## src/rtl/core/swam_pkg.sv

```systemverilog
// Shared constants, types and helper functions of the sliding window activity meter.
package swam_pkg;

	localparam int HIST_DEPTH = 65536;
	localparam int POS_W      = $clog2(HIST_DEPTH);
	localparam int FILL_W     = POS_W + 1;
	localparam int WIN_W      = 17;
	localparam int CNT_W      = 17;
	localparam int PCT_W      = 15;
	localparam int PROD_W     = 32;
	localparam int QUO_W      = 16;
	localparam int STEP_W     = $clog2(QUO_W);
	localparam int DATA_W     = 32;
	localparam int ADDR_W     = 3;

	localparam logic [PCT_W-1:0] PCT_SCALE  = PCT_W'(25600);
	localparam logic [WIN_W-1:0] WIN_RESET  = WIN_W'(3600);
	localparam logic [CNT_W-1:0] CNT_MAX    = {CNT_W{1'b1}};

	// Register index of the window size register.
	localparam logic REG_WINDOW = 1'b0;

	// Window clamped into 1 .. HIST_DEPTH.
	function automatic logic [WIN_W-1:0] eff_window(input logic [WIN_W-1:0] w);
		logic [WIN_W-1:0] r;
		r = w;
		if (w == '0) begin
			r = WIN_W'(1);
		end else if (32'(w) > 32'(HIST_DEPTH)) begin
			r = WIN_W'(HIST_DEPTH);
		end
		return r;
	endfunction

	// Leave position right after a restart: depth minus window, modulo depth.
	function automatic logic [POS_W-1:0] leave_start(input logic [WIN_W-1:0] weff);
		logic [31:0] d;
		d = 32'(HIST_DEPTH) - 32'(weff);
		return d[POS_W-1:0];
	endfunction

	localparam logic [POS_W-1:0] LEAVE_RESET = leave_start(eff_window(WIN_RESET));

	typedef enum logic [1:0] {
		OP_HOLD = 2'd0,
		OP_INC  = 2'd1,
		OP_DEC  = 2'd2
	} op_t;

	typedef struct packed {
		logic             restart;
		logic [WIN_W-1:0] weff;
	} cfg_t;

endpackage

```

## src/rtl/core/swam_opq.sv

```systemverilog
// Two-entry queue of count updates between the front end and the back end.
module swam_opq (
	input  logic          clk,
	input  logic          arst_n,
	input  logic          push,
	input  swam_pkg::op_t op_in,
	output logic          full,
	input  logic          pop,
	output swam_pkg::op_t op_out,
	output logic          empty
);
	import swam_pkg::*;

	op_t        slot_q [2];
	logic       wptr_q;
	logic       rptr_q;
	logic [1:0] cnt_q;
	logic       do_push;
	logic       do_pop;

	assign full    = (cnt_q == 2'd2);
	assign empty   = (cnt_q == 2'd0);
	assign do_push = push & ~full;
	assign do_pop  = pop & ~empty;
	assign op_out  = slot_q[rptr_q];

	always_ff @(posedge clk) begin
		if (do_push) begin
			slot_q[wptr_q] <= op_in;
		end
	end

	always_ff @(posedge clk or negedge arst_n) begin
		if (!arst_n) begin
			wptr_q <= 1'b0;
			rptr_q <= 1'b0;
			cnt_q  <= 2'd0;
		end else begin
			if (do_push) begin
				wptr_q <= ~wptr_q;
			end
			if (do_pop) begin
				rptr_q <= ~rptr_q;
			end
			cnt_q <= cnt_q + 2'(do_push) - 2'(do_pop);
		end
	end

endmodule

```

## config.mk

```make
export PLATFORM = sky130hd
export DESIGN_NAME = swam_opq
export DESIGN_NICKNAME = d
export VERILOG_FILES = /design/src/rtl/core/swam_pkg.sv /design/src/rtl/core/swam_opq.sv
export SDC_FILE = /design/constraint.sdc
export NUM_CORES = 1
export LEC_CHECK = 0
export BUFFER_PORTS_ARGS = -buffer_cell sky130_fd_sc_hd__buf_4
export CORE_AREA = 2 2 39 41
export DETAILED_ROUTE_END_ITERATION = 7
export DIE_AREA = 0 0 41 43
export GPL_TIMING_DRIVEN = 0
export SLEW_MARGIN = 5
export SYNTH_ARGS = -nofsm -noshare
export SYNTH_HDL_FRONTEND = slang
export SYNTH_SLANG_ARGS = --single-unit
```

## constraint.sdc

```tcl
create_clock -name clk -period 2.9 [get_ports clk]
set_input_delay 0 -clock clk [delete_from_list [all_inputs] [get_ports clk]]
set_output_delay 0 -clock clk [all_outputs]
set_load 0.05 [all_outputs]
```

==> impl_metrics.yaml <==
setup_path:
  ff2ff_path_depth: 7
  arrival_ps: 1710
  timing.rr.start: "cnt_q[1]$_DFF_PN0_"
  worstSetupPathType: "reg -> reg"
  end_kind: "flop"
  reg2reg_setup_slack_ps: 1350
  cp_max_fo: 3
  required_ps: 3060
  crit_path_start_kind: "flop"
  r2r_end: "cnt_q[1]$_DFF_PN0_"
yosys:
  synth_top_area_share_pct: 35.04
  ys_warn_count: 0
  syn_inst: 24
  synth_seq_cells: 8
  syn_nets: 32
  avgSynthCellArea_um2: 14.28
  synth.area.top_cells: "edfxtp_1 (35%), dfrtp_1 (29%), xnor2_1 (7.7%), ha_1 (7.3%), mux2_2 (6.6%)"
  synthDistinctLibCells: 12
  ys_seq_area_share_pct: 64.23
  synth_area_um2: 342.8
  synth_largest_area_cell: "edfxtp_1"
global_route:
  antenna_found_initial: 0
  met1_usage_pct: 8.754
  track_usage_pct: 8.248
  gr-total-overflow: 0
  grt_pass1_wl_um: 924
  use_met2_pct: 12.50
  grt_max_degree: 6
  grt_pass1_vias: 232
  grt_busiest_layer: "met2"
  met3_usage_pct: 6.283
die:
  io_pins: 10
  start_util_pct: 24.77
  num_rows: 14
  die_height_um: 43
  die_x_um: 41
  coreArea_um2: 1384
  dieArea_um2: 1763
finish:
  final_nets: 49
  diodes: 0
  multi_input_area_um2: 115.1
  nFillCells: 152
  layout-drive-gt1-share_pct: 37.50
  seq_area_um2: 220.2
  area_delta_synth_final_pct: 41.97
sta:
  holdWs_ps: 72.15
  hold_viol: 0
  final.setup.tns_ps: 0
  period_needed_ps: 1550
  maxSlewViolCount: 0
  slew_headroom_pct: 87.70
  clock.fmax_mhz: 645.0
  clock_skew_ps: 3.945
  tightestPinTransition_ps: 183.8
  finalCritPeriodShare_pct: 53.46
  grt_setup_unrepaired: "no"
  setup_violations: 0
clocking:
  cts_buffer_depth: 2
  cts_resized: 0
  cts.clk_slew.worst_paths_ps: 60
  ctsHtreeMaxLevel: 1
  root_buffer: "clkbuf_4"
  cts_made_buffers: 3
  post_cts_buffers: 0
  insertion_delay_ps: 250
  cts_tree: "done"
  cts_sinks: 8
power_and_ir_drop:
  p_per_area_nw_per_um2: 1146
  peakVddDrop_mv: 0.6463
  p_leak_nw: 0.2209
status:
  status: "completed"
route:
  routed-via-count: 225
  routedWlPerCell_um: 10.54
  drc_errors: 0
  firstDrtPassIters: 2
  drt_iter0_drc: 2
  final_antenna_net_count: 0
  wirelength_um: 590
  viasPerCell: 4.018
job:
  maxCapViolCount: 0
hold_path:
  hp-class: "in -> async"
placement:
  portBuffers: 9
  gp_congestion: 0.6973
==> layer usage <==
metal | vias to the layer above | wire length (um)
met5 | - | 0
met4 | 0 | 0
met3 | 0 | 39
met2 | 8 | 302
met1 | 105 | 248
li1 | 112 | -
==> how the worst max path moves through the flow <==
| stage | startpoint | end | slack, ps | cells after the start |
|---|---|---|---|---|
| 6_report | cnt_q[1]$_DFF_PN0_ | cnt_q[1]$_DFF_PN0_ | 1350 | 7 |
| 5_1_grt | cnt_q[1]$_DFF_PN0_ | cnt_q[1]$_DFF_PN0_ | 1200 | 7 |
| 4_1_cts | cnt_q[1]$_DFF_PN0_ | cnt_q[1]$_DFF_PN0_ | 1320 | 7 |
| 3_5_place_dp | cnt_q[1]$_DFF_PN0_ | cnt_q[1]$_DFF_PN0_ | 1350 | 7 |
| 3_3_place_gp | cnt_q[1]$_DFF_PN0_ | cnt_q[1]$_DFF_PN0_ | 1410 | 7 |
| 2_1_floorplan | cnt_q[1]$_DFF_PN0_ | cnt_q[1]$_DFF_PN0_ | 810 | 7 |
==> state kept, by name, indices dropped and copies added (netlist names) <==
signal / cells
rptr_q: 1
cnt_q: 2
wptr_q: 1
slot_q: 4
==> critical path: stages (launching register included) <==
cell and delay [ps]:
dfrtp_1 400, nor2_1 180, nor2b_2 80, ha_1 270, inv_1 40, ha_1 170
xnor2_1 170, xnor2_1 150
==> stage by stage <==
step / cells / power, mW / instance area (um2) / util, % / worst slack [ps]
4_1_cts: 56 / 0.5689 / 486.7 / 35.17 / 1320
2_1_floorplan: 24 / 0.3975 / 342.8 / - / 807.0
3_5_place_dp: 49 / 0.4727 / 430.4 / 31.10 / 1347
3_3_place_gp: 49 / 0.4572 / 430.4 / 31.10 / 1415
6_report: 56 / 0.5578 / 486.7 / 35.17 / 1350
5_1_grt: 56 / 0.5978 / 486.7 / 35.17 / 1204
==> kinds of logic (layout without fill, tap and decap cells) <==
logic type,after synthesis,in the layout,synth area share [%]
multiplexers,2,2,6.569
AND/OR/NAND/NOR,6,6,9.492
XOR/XNOR,4,4,10.22
adder cells (fa/ha/maj),2,2,7.298
flip-flops,8,8,64.24
buffers and inverters,2,18,2.191
==> report_power, final <==
group,internal (mW),switching [mW]
clock network,0.0525,0.0364
registers,0.167,0.0304
logic,0.106,0.166
total,0.325,0.232
==> cell usage in the layout, fill, tap and decap left out <==
cell	n
nor2_1	2
nor2b_2	1
nand2_1	1
ha_1	2
dlygate4sd3_1	3
buf_4	9
mux2_2	2
nand2b_1	1
edfxtp_1	4
and3_1	1
clkbuf_4	3
dfrtp_1	4
inv_1	2
clkbuf_1	1
xnor2_1	3
xor2_1	1
==> final cells by class <==
class	count	area share (%)
repair buffers	12	20.05
well taps	16	4.113
inverters	2	1.542
clock buffers	4	5.398
flip-flops and latches	8	45.24
multi-input cells	14	23.65
==> cell usage after synthesis <==
| cell type | number |
|---|---|
| xor2_1 | 1 |
| nor2_1 | 2 |
| xnor2_1 | 3 |
| dfrtp_1 | 4 |
| nand2_1 | 1 |
| edfxtp_1 | 4 |
| nand2b_1 | 1 |
| mux2_2 | 2 |
| inv_1 | 2 |
| ha_1 | 2 |
| nor2b_2 | 1 |
| and3_1 | 1 |
==> repair_timing <==
| item | 4_1_cts | 5_1_grt |
|---|---|---|
| endpoints found under the hold margin | 8 | 0 |
| setup endpoints to repair | 0 | 0 |
| hold buffers | 3 | 0 |
Power figures use the tool's default switching activity.
