[src/rtl/core/swam_pkg.sv]
// Shared constants, types and helper functions of the sliding window activity meter.
package swam_pkg;

	localparam int HIST_DEPTH = 65536;
	localparam int POS_W      = $clog2(HIST_DEPTH);
	localparam int FILL_W     = POS_W + 1;
	localparam int WIN_W      = 17;
	localparam int CNT_W      = 17;
	localparam int PCT_W      = 15;
	localparam int PROD_W     = 32;
	localparam int QUO_W      = 16;
	localparam int STEP_W     = $clog2(QUO_W);
	localparam int DATA_W     = 32;
	localparam int ADDR_W     = 3;

	localparam logic [PCT_W-1:0] PCT_SCALE  = PCT_W'(25600);
	localparam logic [WIN_W-1:0] WIN_RESET  = WIN_W'(3600);
	localparam logic [CNT_W-1:0] CNT_MAX    = {CNT_W{1'b1}};

	// Register index of the window size register.
	localparam logic REG_WINDOW = 1'b0;

	// Window clamped into 1 .. HIST_DEPTH.
	function automatic logic [WIN_W-1:0] eff_window(input logic [WIN_W-1:0] w);
		logic [WIN_W-1:0] r;
		r = w;
		if (w == '0) begin
			r = WIN_W'(1);
		end else if (32'(w) > 32'(HIST_DEPTH)) begin
			r = WIN_W'(HIST_DEPTH);
		end
		return r;
	endfunction

	// Leave position right after a restart: depth minus window, modulo depth.
	function automatic logic [POS_W-1:0] leave_start(input logic [WIN_W-1:0] weff);
		logic [31:0] d;
		d = 32'(HIST_DEPTH) - 32'(weff);
		return d[POS_W-1:0];
	endfunction

	localparam logic [POS_W-1:0] LEAVE_RESET = leave_start(eff_window(WIN_RESET));

	typedef enum logic [1:0] {
		OP_HOLD = 2'd0,
		OP_INC  = 2'd1,
		OP_DEC  = 2'd2
	} op_t;

	typedef struct packed {
		logic             restart;
		logic [WIN_W-1:0] weff;
	} cfg_t;

endpackage

[src/rtl/core/swam_back.sv]
// Back end: running count, percentage by multiply and bit-serial divide, and result queue.
module swam_back (
	input  logic                          clk,
	input  logic                          arst_n,
	input  swam_pkg::cfg_t                cfg,
	input  logic                          opq_empty,
	input  swam_pkg::op_t                 opq_op,
	output logic                          opq_pop,
	output logic                          empty,
	input  logic                          pop,
	output logic [swam_pkg::CNT_W-1:0]    active_count,
	output logic [swam_pkg::PCT_W-1:0]    percent_q8
);
	import swam_pkg::*;

	typedef enum logic [2:0] {
		ST_IDLE,
		ST_MUL,
		ST_DINIT,
		ST_DIV,
		ST_OUT
	} state_t;

	state_t              state_q;
	logic [CNT_W-1:0]    count_q;
	logic [PROD_W-1:0]   prod_q;
	logic [WIN_W-1:0]    rem_q;
	logic [QUO_W-1:0]    dvd_q;
	logic [QUO_W-1:0]    quo_q;
	logic [STEP_W-1:0]   step_q;
	logic [WIN_W:0]      trial;
	logic                ge;
	logic [PCT_W-1:0]    pct;

	logic [CNT_W-1:0]    oq_cnt_q [2];
	logic [PCT_W-1:0]    oq_pct_q [2];
	logic                owptr_q;
	logic                orptr_q;
	logic [1:0]          ocnt_q;
	logic                out_push;
	logic                out_pop;

	assign opq_pop = (state_q == ST_IDLE) & ~opq_empty & ~cfg.restart;

	// One restoring step: shift in the next dividend bit and try the divisor.
	assign trial = {rem_q, dvd_q[QUO_W-1]};
	assign ge    = (trial >= {1'b0, cfg.weff});
	assign pct   = (quo_q > QUO_W'(PCT_SCALE)) ? PCT_SCALE : quo_q[PCT_W-1:0];

	assign out_push     = (state_q == ST_OUT) & (ocnt_q != 2'd2);
	assign out_pop      = pop & ~empty;
	assign empty        = (ocnt_q == 2'd0);
	assign active_count = oq_cnt_q[orptr_q];
	assign percent_q8   = oq_pct_q[orptr_q];

	always_ff @(posedge clk) begin
		if (out_push) begin
			oq_cnt_q[owptr_q] <= count_q;
			oq_pct_q[owptr_q] <= pct;
		end
	end

	always_ff @(posedge clk or negedge arst_n) begin
		if (!arst_n) begin
			state_q <= ST_IDLE;
			count_q <= '0;
			prod_q  <= '0;
			rem_q   <= '0;
			dvd_q   <= '0;
			quo_q   <= '0;
			step_q  <= '0;
		end else if (cfg.restart) begin
			state_q <= ST_IDLE;
			count_q <= '0;
		end else begin
			unique case (state_q)
				ST_IDLE: begin
					if (opq_pop) begin
						unique case (opq_op)
							OP_INC: begin
								if (count_q != CNT_MAX) begin
									count_q <= count_q + CNT_W'(1);
								end
							end
							OP_DEC: begin
								if (count_q != '0) begin
									count_q <= count_q - CNT_W'(1);
								end
							end
							default: ;
						endcase
						state_q <= ST_MUL;
					end
				end
				ST_MUL: begin
					prod_q  <= PROD_W'(count_q) * PROD_W'(PCT_SCALE);
					state_q <= ST_DINIT;
				end
				ST_DINIT: begin
					if ({1'b0, prod_q[PROD_W-1:QUO_W]} >= cfg.weff) begin
						// Quotient would not fit; it saturates at full scale.
						quo_q   <= {QUO_W{1'b1}};
						state_q <= ST_OUT;
					end else begin
						rem_q   <= {1'b0, prod_q[PROD_W-1:QUO_W]};
						dvd_q   <= prod_q[QUO_W-1:0];
						quo_q   <= '0;
						step_q  <= '0;
						state_q <= ST_DIV;
					end
				end
				ST_DIV: begin
					rem_q  <= ge ? WIN_W'(trial - {1'b0, cfg.weff}) : trial[WIN_W-1:0];
					dvd_q  <= {dvd_q[QUO_W-2:0], 1'b0};
					quo_q  <= {quo_q[QUO_W-2:0], ge};
					step_q <= step_q + STEP_W'(1);
					if (step_q == STEP_W'(QUO_W - 1)) begin
						state_q <= ST_OUT;
					end
				end
				ST_OUT: begin
					if (out_push) begin
						state_q <= ST_IDLE;
					end
				end
				default: state_q <= ST_IDLE;
			endcase
		end
	end

	always_ff @(posedge clk or negedge arst_n) begin
		if (!arst_n) begin
			owptr_q <= 1'b0;
			orptr_q <= 1'b0;
			ocnt_q  <= 2'd0;
		end else begin
			if (out_push) begin
				owptr_q <= ~owptr_q;
			end
			if (out_pop) begin
				orptr_q <= ~orptr_q;
			end
			ocnt_q <= ocnt_q + 2'(out_push) - 2'(out_pop);
		end
	end

	a_oq_bound: assert property (@(posedge clk) disable iff (!arst_n)
		ocnt_q != 2'd3)
		else $error("result queue count out of range");

	a_rem_below_div: assert property (@(posedge clk) disable iff (!arst_n)
		(state_q == ST_DIV) |-> (rem_q < cfg.weff))
		else $error("divider remainder not below divisor");

	a_count_step: assert property (@(posedge clk) disable iff (!arst_n)
		(!$past(cfg.restart) && (count_q != $past(count_q))) |->
		((count_q == CNT_W'($past(count_q) + CNT_W'(1))) ||
		 (count_q == CNT_W'($past(count_q) - CNT_W'(1)))))
		else $error("active count moved by more than one");

endmodule

[config.mk]
export PLATFORM = sky130hd
export DESIGN_NAME = swam_back
export DESIGN_NICKNAME = d
export VERILOG_FILES = /design/src/rtl/core/swam_pkg.sv /design/src/rtl/core/swam_back.sv
export SDC_FILE = /design/constraint.sdc
export NUM_CORES = 1
export LEC_CHECK = 0
export BUFFER_PORTS_ARGS = -buffer_cell sky130_fd_sc_hd__buf_2
export CELL_PAD_IN_SITES_DETAIL_PLACEMENT = 0
export CELL_PAD_IN_SITES_GLOBAL_PLACEMENT = 1
export CORE_AREA = 3 3 165 135
export CTS_CLUSTER_SIZE = 16
export DETAILED_ROUTE_END_ITERATION = 10
export DIE_AREA = 0 0 168 138
export GPL_ROUTABILITY_DRIVEN = 0
export PLACE_DENSITY_LB_ADDON = 0.1
export SYNTH_ARGS = -nofsm -noshare
export SYNTH_HDL_FRONTEND = slang
export SYNTH_SLANG_ARGS = --single-unit
[constraint.sdc]
create_clock -name clk -period 4.3 [get_ports clk]
set_clock_uncertainty 0.05 [all_clocks]
set_input_delay 0 -clock clk [delete_from_list [all_inputs] [get_ports clk]]
set_output_delay 0 -clock clk [all_outputs]
set_load 0.02 [all_outputs]
==> impl_metrics.csv <==
group,metric,value,unit
sta,setup_violations,0,
detailed_routing,drc_errors,0,
floorplan,ios,58,
layout,register_area,0.00415,mm2
logic_synthesis,avgSynthCellArea,9.94,um2
logic_synthesis,synth_warnings,0,
floorplan,die_w,168,um
detailed_routing,ant_nets,0,
detailed_routing,routed_via_density,5.55,
power,powerDensity,526,mW/mm2
global_routing,gr-total-overflow,0,
setup_path,end_kind,"flop",
logic_synthesis,netlist_top_cells_count,"ha_1 (114), inv_1 (99), dfrtp_1 (89)",
sta,max_freq,259,MHz
sta,finalCritPeriodShare,0.899,
power,p_leak,5.23,nW
clocking,h-tree-depth,4,
clocking,cts_buffers,17,
clocking,clk_latency,430,ps
placement,portBuffers,57,
clocking,cts-root-buf,"clkbuf_16",
run_status,status,"completed",
logic_synthesis,synth_seq_cells,153,
logic_synthesis,synth_flop_cell,"dfrtp_1",
layout,multiInputGateArea,0.00539,mm2
sta,hold_violations,0,
logic_synthesis,yosys.area.top_type,"dfrtp_1",
sta,fin_crit,3870,ps
sta,tightestPinTransition,1230,ps
layout,nets,1220,
logic_synthesis,synth_cell_types,66,
logic_synthesis,synth_edf_count,64,
logic_synthesis,netlist_area,0.0101,mm2
placement,post-place-ws,508,ps
floorplan,die_area,0.0232,mm2
layout,fill_cells,1868,
detailed_routing,dr.pass1.iters,4,
floorplan,initial_core_util,0.487,
setup_path,worstSetupStartpointType,"flop",
sta,fin_setup_tns,0,ps
setup_path,critPathKind,"flop to flop",
logic_synthesis,synthCells,1012,
logic_synthesis,synthMostInstantiatedCell,"ha_1",
clocking,cts.sink_count,153,
detailed_routing,num_vias,7498,
global_routing,antenna_found_initial,1,
logic_synthesis,synth-async-reset-ratio,0.582,
detailed_routing,first_iter_violations,461,
clocking,ctsResizeCount,0,
logic_synthesis,netlist.area_leader.share,0.221,
floorplan,die_h,138,um
logic_synthesis,syn-num-nets,1164,
clocking,cts_tree,"built",
sta,slew_headroom,0.177,
setup_path,cp.arrival,4170,ps
detailed_routing,wl,23100,um
clocking,clkTransAtPathRegs,70,ps
floorplan,rows,47,
logic_synthesis,synthTopCellsByArea,"dfrtp_1 (22%), edfxtp_1 (19%), ha_1 (14%)",
clocking,clk_path_buf_depth,2,
worst_hold_path,hp-class,"input pin to flop",
layout,antennaDiodeCount,0,
placement,dp_hpwl,16900,um
power,ir_drop,0.408,mV
global_routing,grt_pass1_wl,38600,um
global_routing,grt_pass1_vias,7294,
flow_run,cap_violations,0,
setup_path,path_max_fanout,7,
setup_path,cp.required,4610,ps
floorplan,coreArea,0.0206,mm2
sta,setup_slack,433,ps
global_routing,grt_max_degree,48,
detailed_routing,wire_per_inst,17.1,um
logic_synthesis,yosysSeqAreaShare,0.412,
layout,area_delta_synth_final,12.1,%
sta,maxSlewViolCount,0,
global_routing,grt.total_usage,0.205,
layout,drive_above_1_share,0.136,
sta,grt_setup_unrepaired,"false",
## cells in the final DEF (no fill, tap or decap), types with 5 or more instances in the layout
master	n
ha_1	114
o31ai_1	9
a21oi_1	77
edfxtp_1	64
nor3b_1	6
nor2b_1	11
buf_2	56
and2_1	16
dfrtp_1	89
clkbuf_16	17
buf_4	14
xor2_1	20
a21o_1	16
xnor2_1	24
o21bai_1	5
a22oi_1	6
nand2_1	70
a31oi_1	6
nand4_1	6
mux2_2	36
o22ai_1	15
or3_1	8
fa_1	14
nand2b_1	10
nor3_1	11
o21ai_0	66
nand3_1	20
inv_1	99
and3_1	9
a211oi_1	25
nor2_1	60
## flip-flops by register name, summed over array words and instances (netlist names)
signal	cells
oq_cnt_q	34
oq_pct_q	30
prod_q	22
count_q	17
rem_q	17
quo_q	16
dvd_q	6
step_q	4
state_q	3
ocnt_q	2
orptr_q	1
owptr_q	1
## per-stage QoR
| step | power (mW) | instance area, um2 | instances | util | hold WS [ps] |
|---|---|---|---|---|---|
| 6_report | 5.92 | 11300 | 1350 | 0.546 | 33.2 |
| 5_1_grt | 6.37 | 11300 | 1350 | 0.546 | 53.1 |
| 4_1_cts | 5.98 | 11300 | 1350 | 0.546 | 15.1 |
| 3_5_place_dp | 4.40 | 10600 | 1315 | 0.515 | -14.5 |
| 3_3_place_gp | 4.39 | 10600 | 1315 | 0.515 | -4.15 |
| 2_1_floorplan | 3.80 | 10100 | 1012 | - | -346 |
## where the power goes
part	internal [mW]	leakage (nW)	switching [mW]	total [mW]
Sequential	1.82	1.78	0.294	2.12
Combinational	0.941	3.15	1.32	2.26
Clock	0.882	0.299	0.669	1.55
## cell type report
class,count,area share
Clock buffer,17,0.0377
Clock inverter,15,0.0165
Inverter,100,0.0333
Multi-Input combinational cell,723,0.478
Sequential cell,153,0.368
Tap cell,269,0.0299
Timing Repair Buffer,73,0.0368
## routing by layer
metal / up-vias / share of wire / wire, um / GRT usage
met5: - / 0 / 0 / 0
met4: 0 / 0.012 / 278 / 0.0486
met3: 27 / 0.036 / 837 / 0.0305
met2: 135 / 0.44 / 10100 / 0.304
met1: 3580 / 0.52 / 11900 / 0.317
li1: 3756 / - / - / -
## worst max-delay path, stage by stage, from the launching register on
cell and delay (ps):
dfrtp_1 470, inv_1 100, ha_1 290, ha_1 310, fa_1 460, ha_1 350
nor2b_1 150, o21ai_1 80, a21oi_1 180, o21ai_0 130, a21oi_1 450, a21oi_1 170
or4b_1 510, nand3_1 90
## cell families after synthesis
family                     count (synthesis)  synth area share
AOI/OAI and AO/OA                        263             0.162
and+or+nand+nor                          250             0.123
DFF                                      153             0.412
buffers and inverters                    136            0.0526
adders and majority gates                128             0.170
xor gates and xnor gates                  44            0.0383
muxes                                     38            0.0423
## path summary, 6_finish.rpt
check / startpoint / to / slack, ps / depth (start not counted)
min in group asynchronous: arst_n / step_q[0] / 50 / 2
worst max register to register: count_q[3] / prod_q[24] / 430 / 13
worst min-delay path: cfg[17] / count_q[16] / 30 / 2
worst min register to register: dvd_q[10] / dvd_q[10] / 460 / 1
max in group asynchronous: arst_n / prod_q[21] / 3050 / 3
worst max-delay path: count_q[3] / prod_q[24] / 430 / 13
## repair_timing
action	CTS	global route
hold buffers	3	0
setup buffers	0	0
hold endpoints to repair	44	0
(Power assumes the default switching activity.)
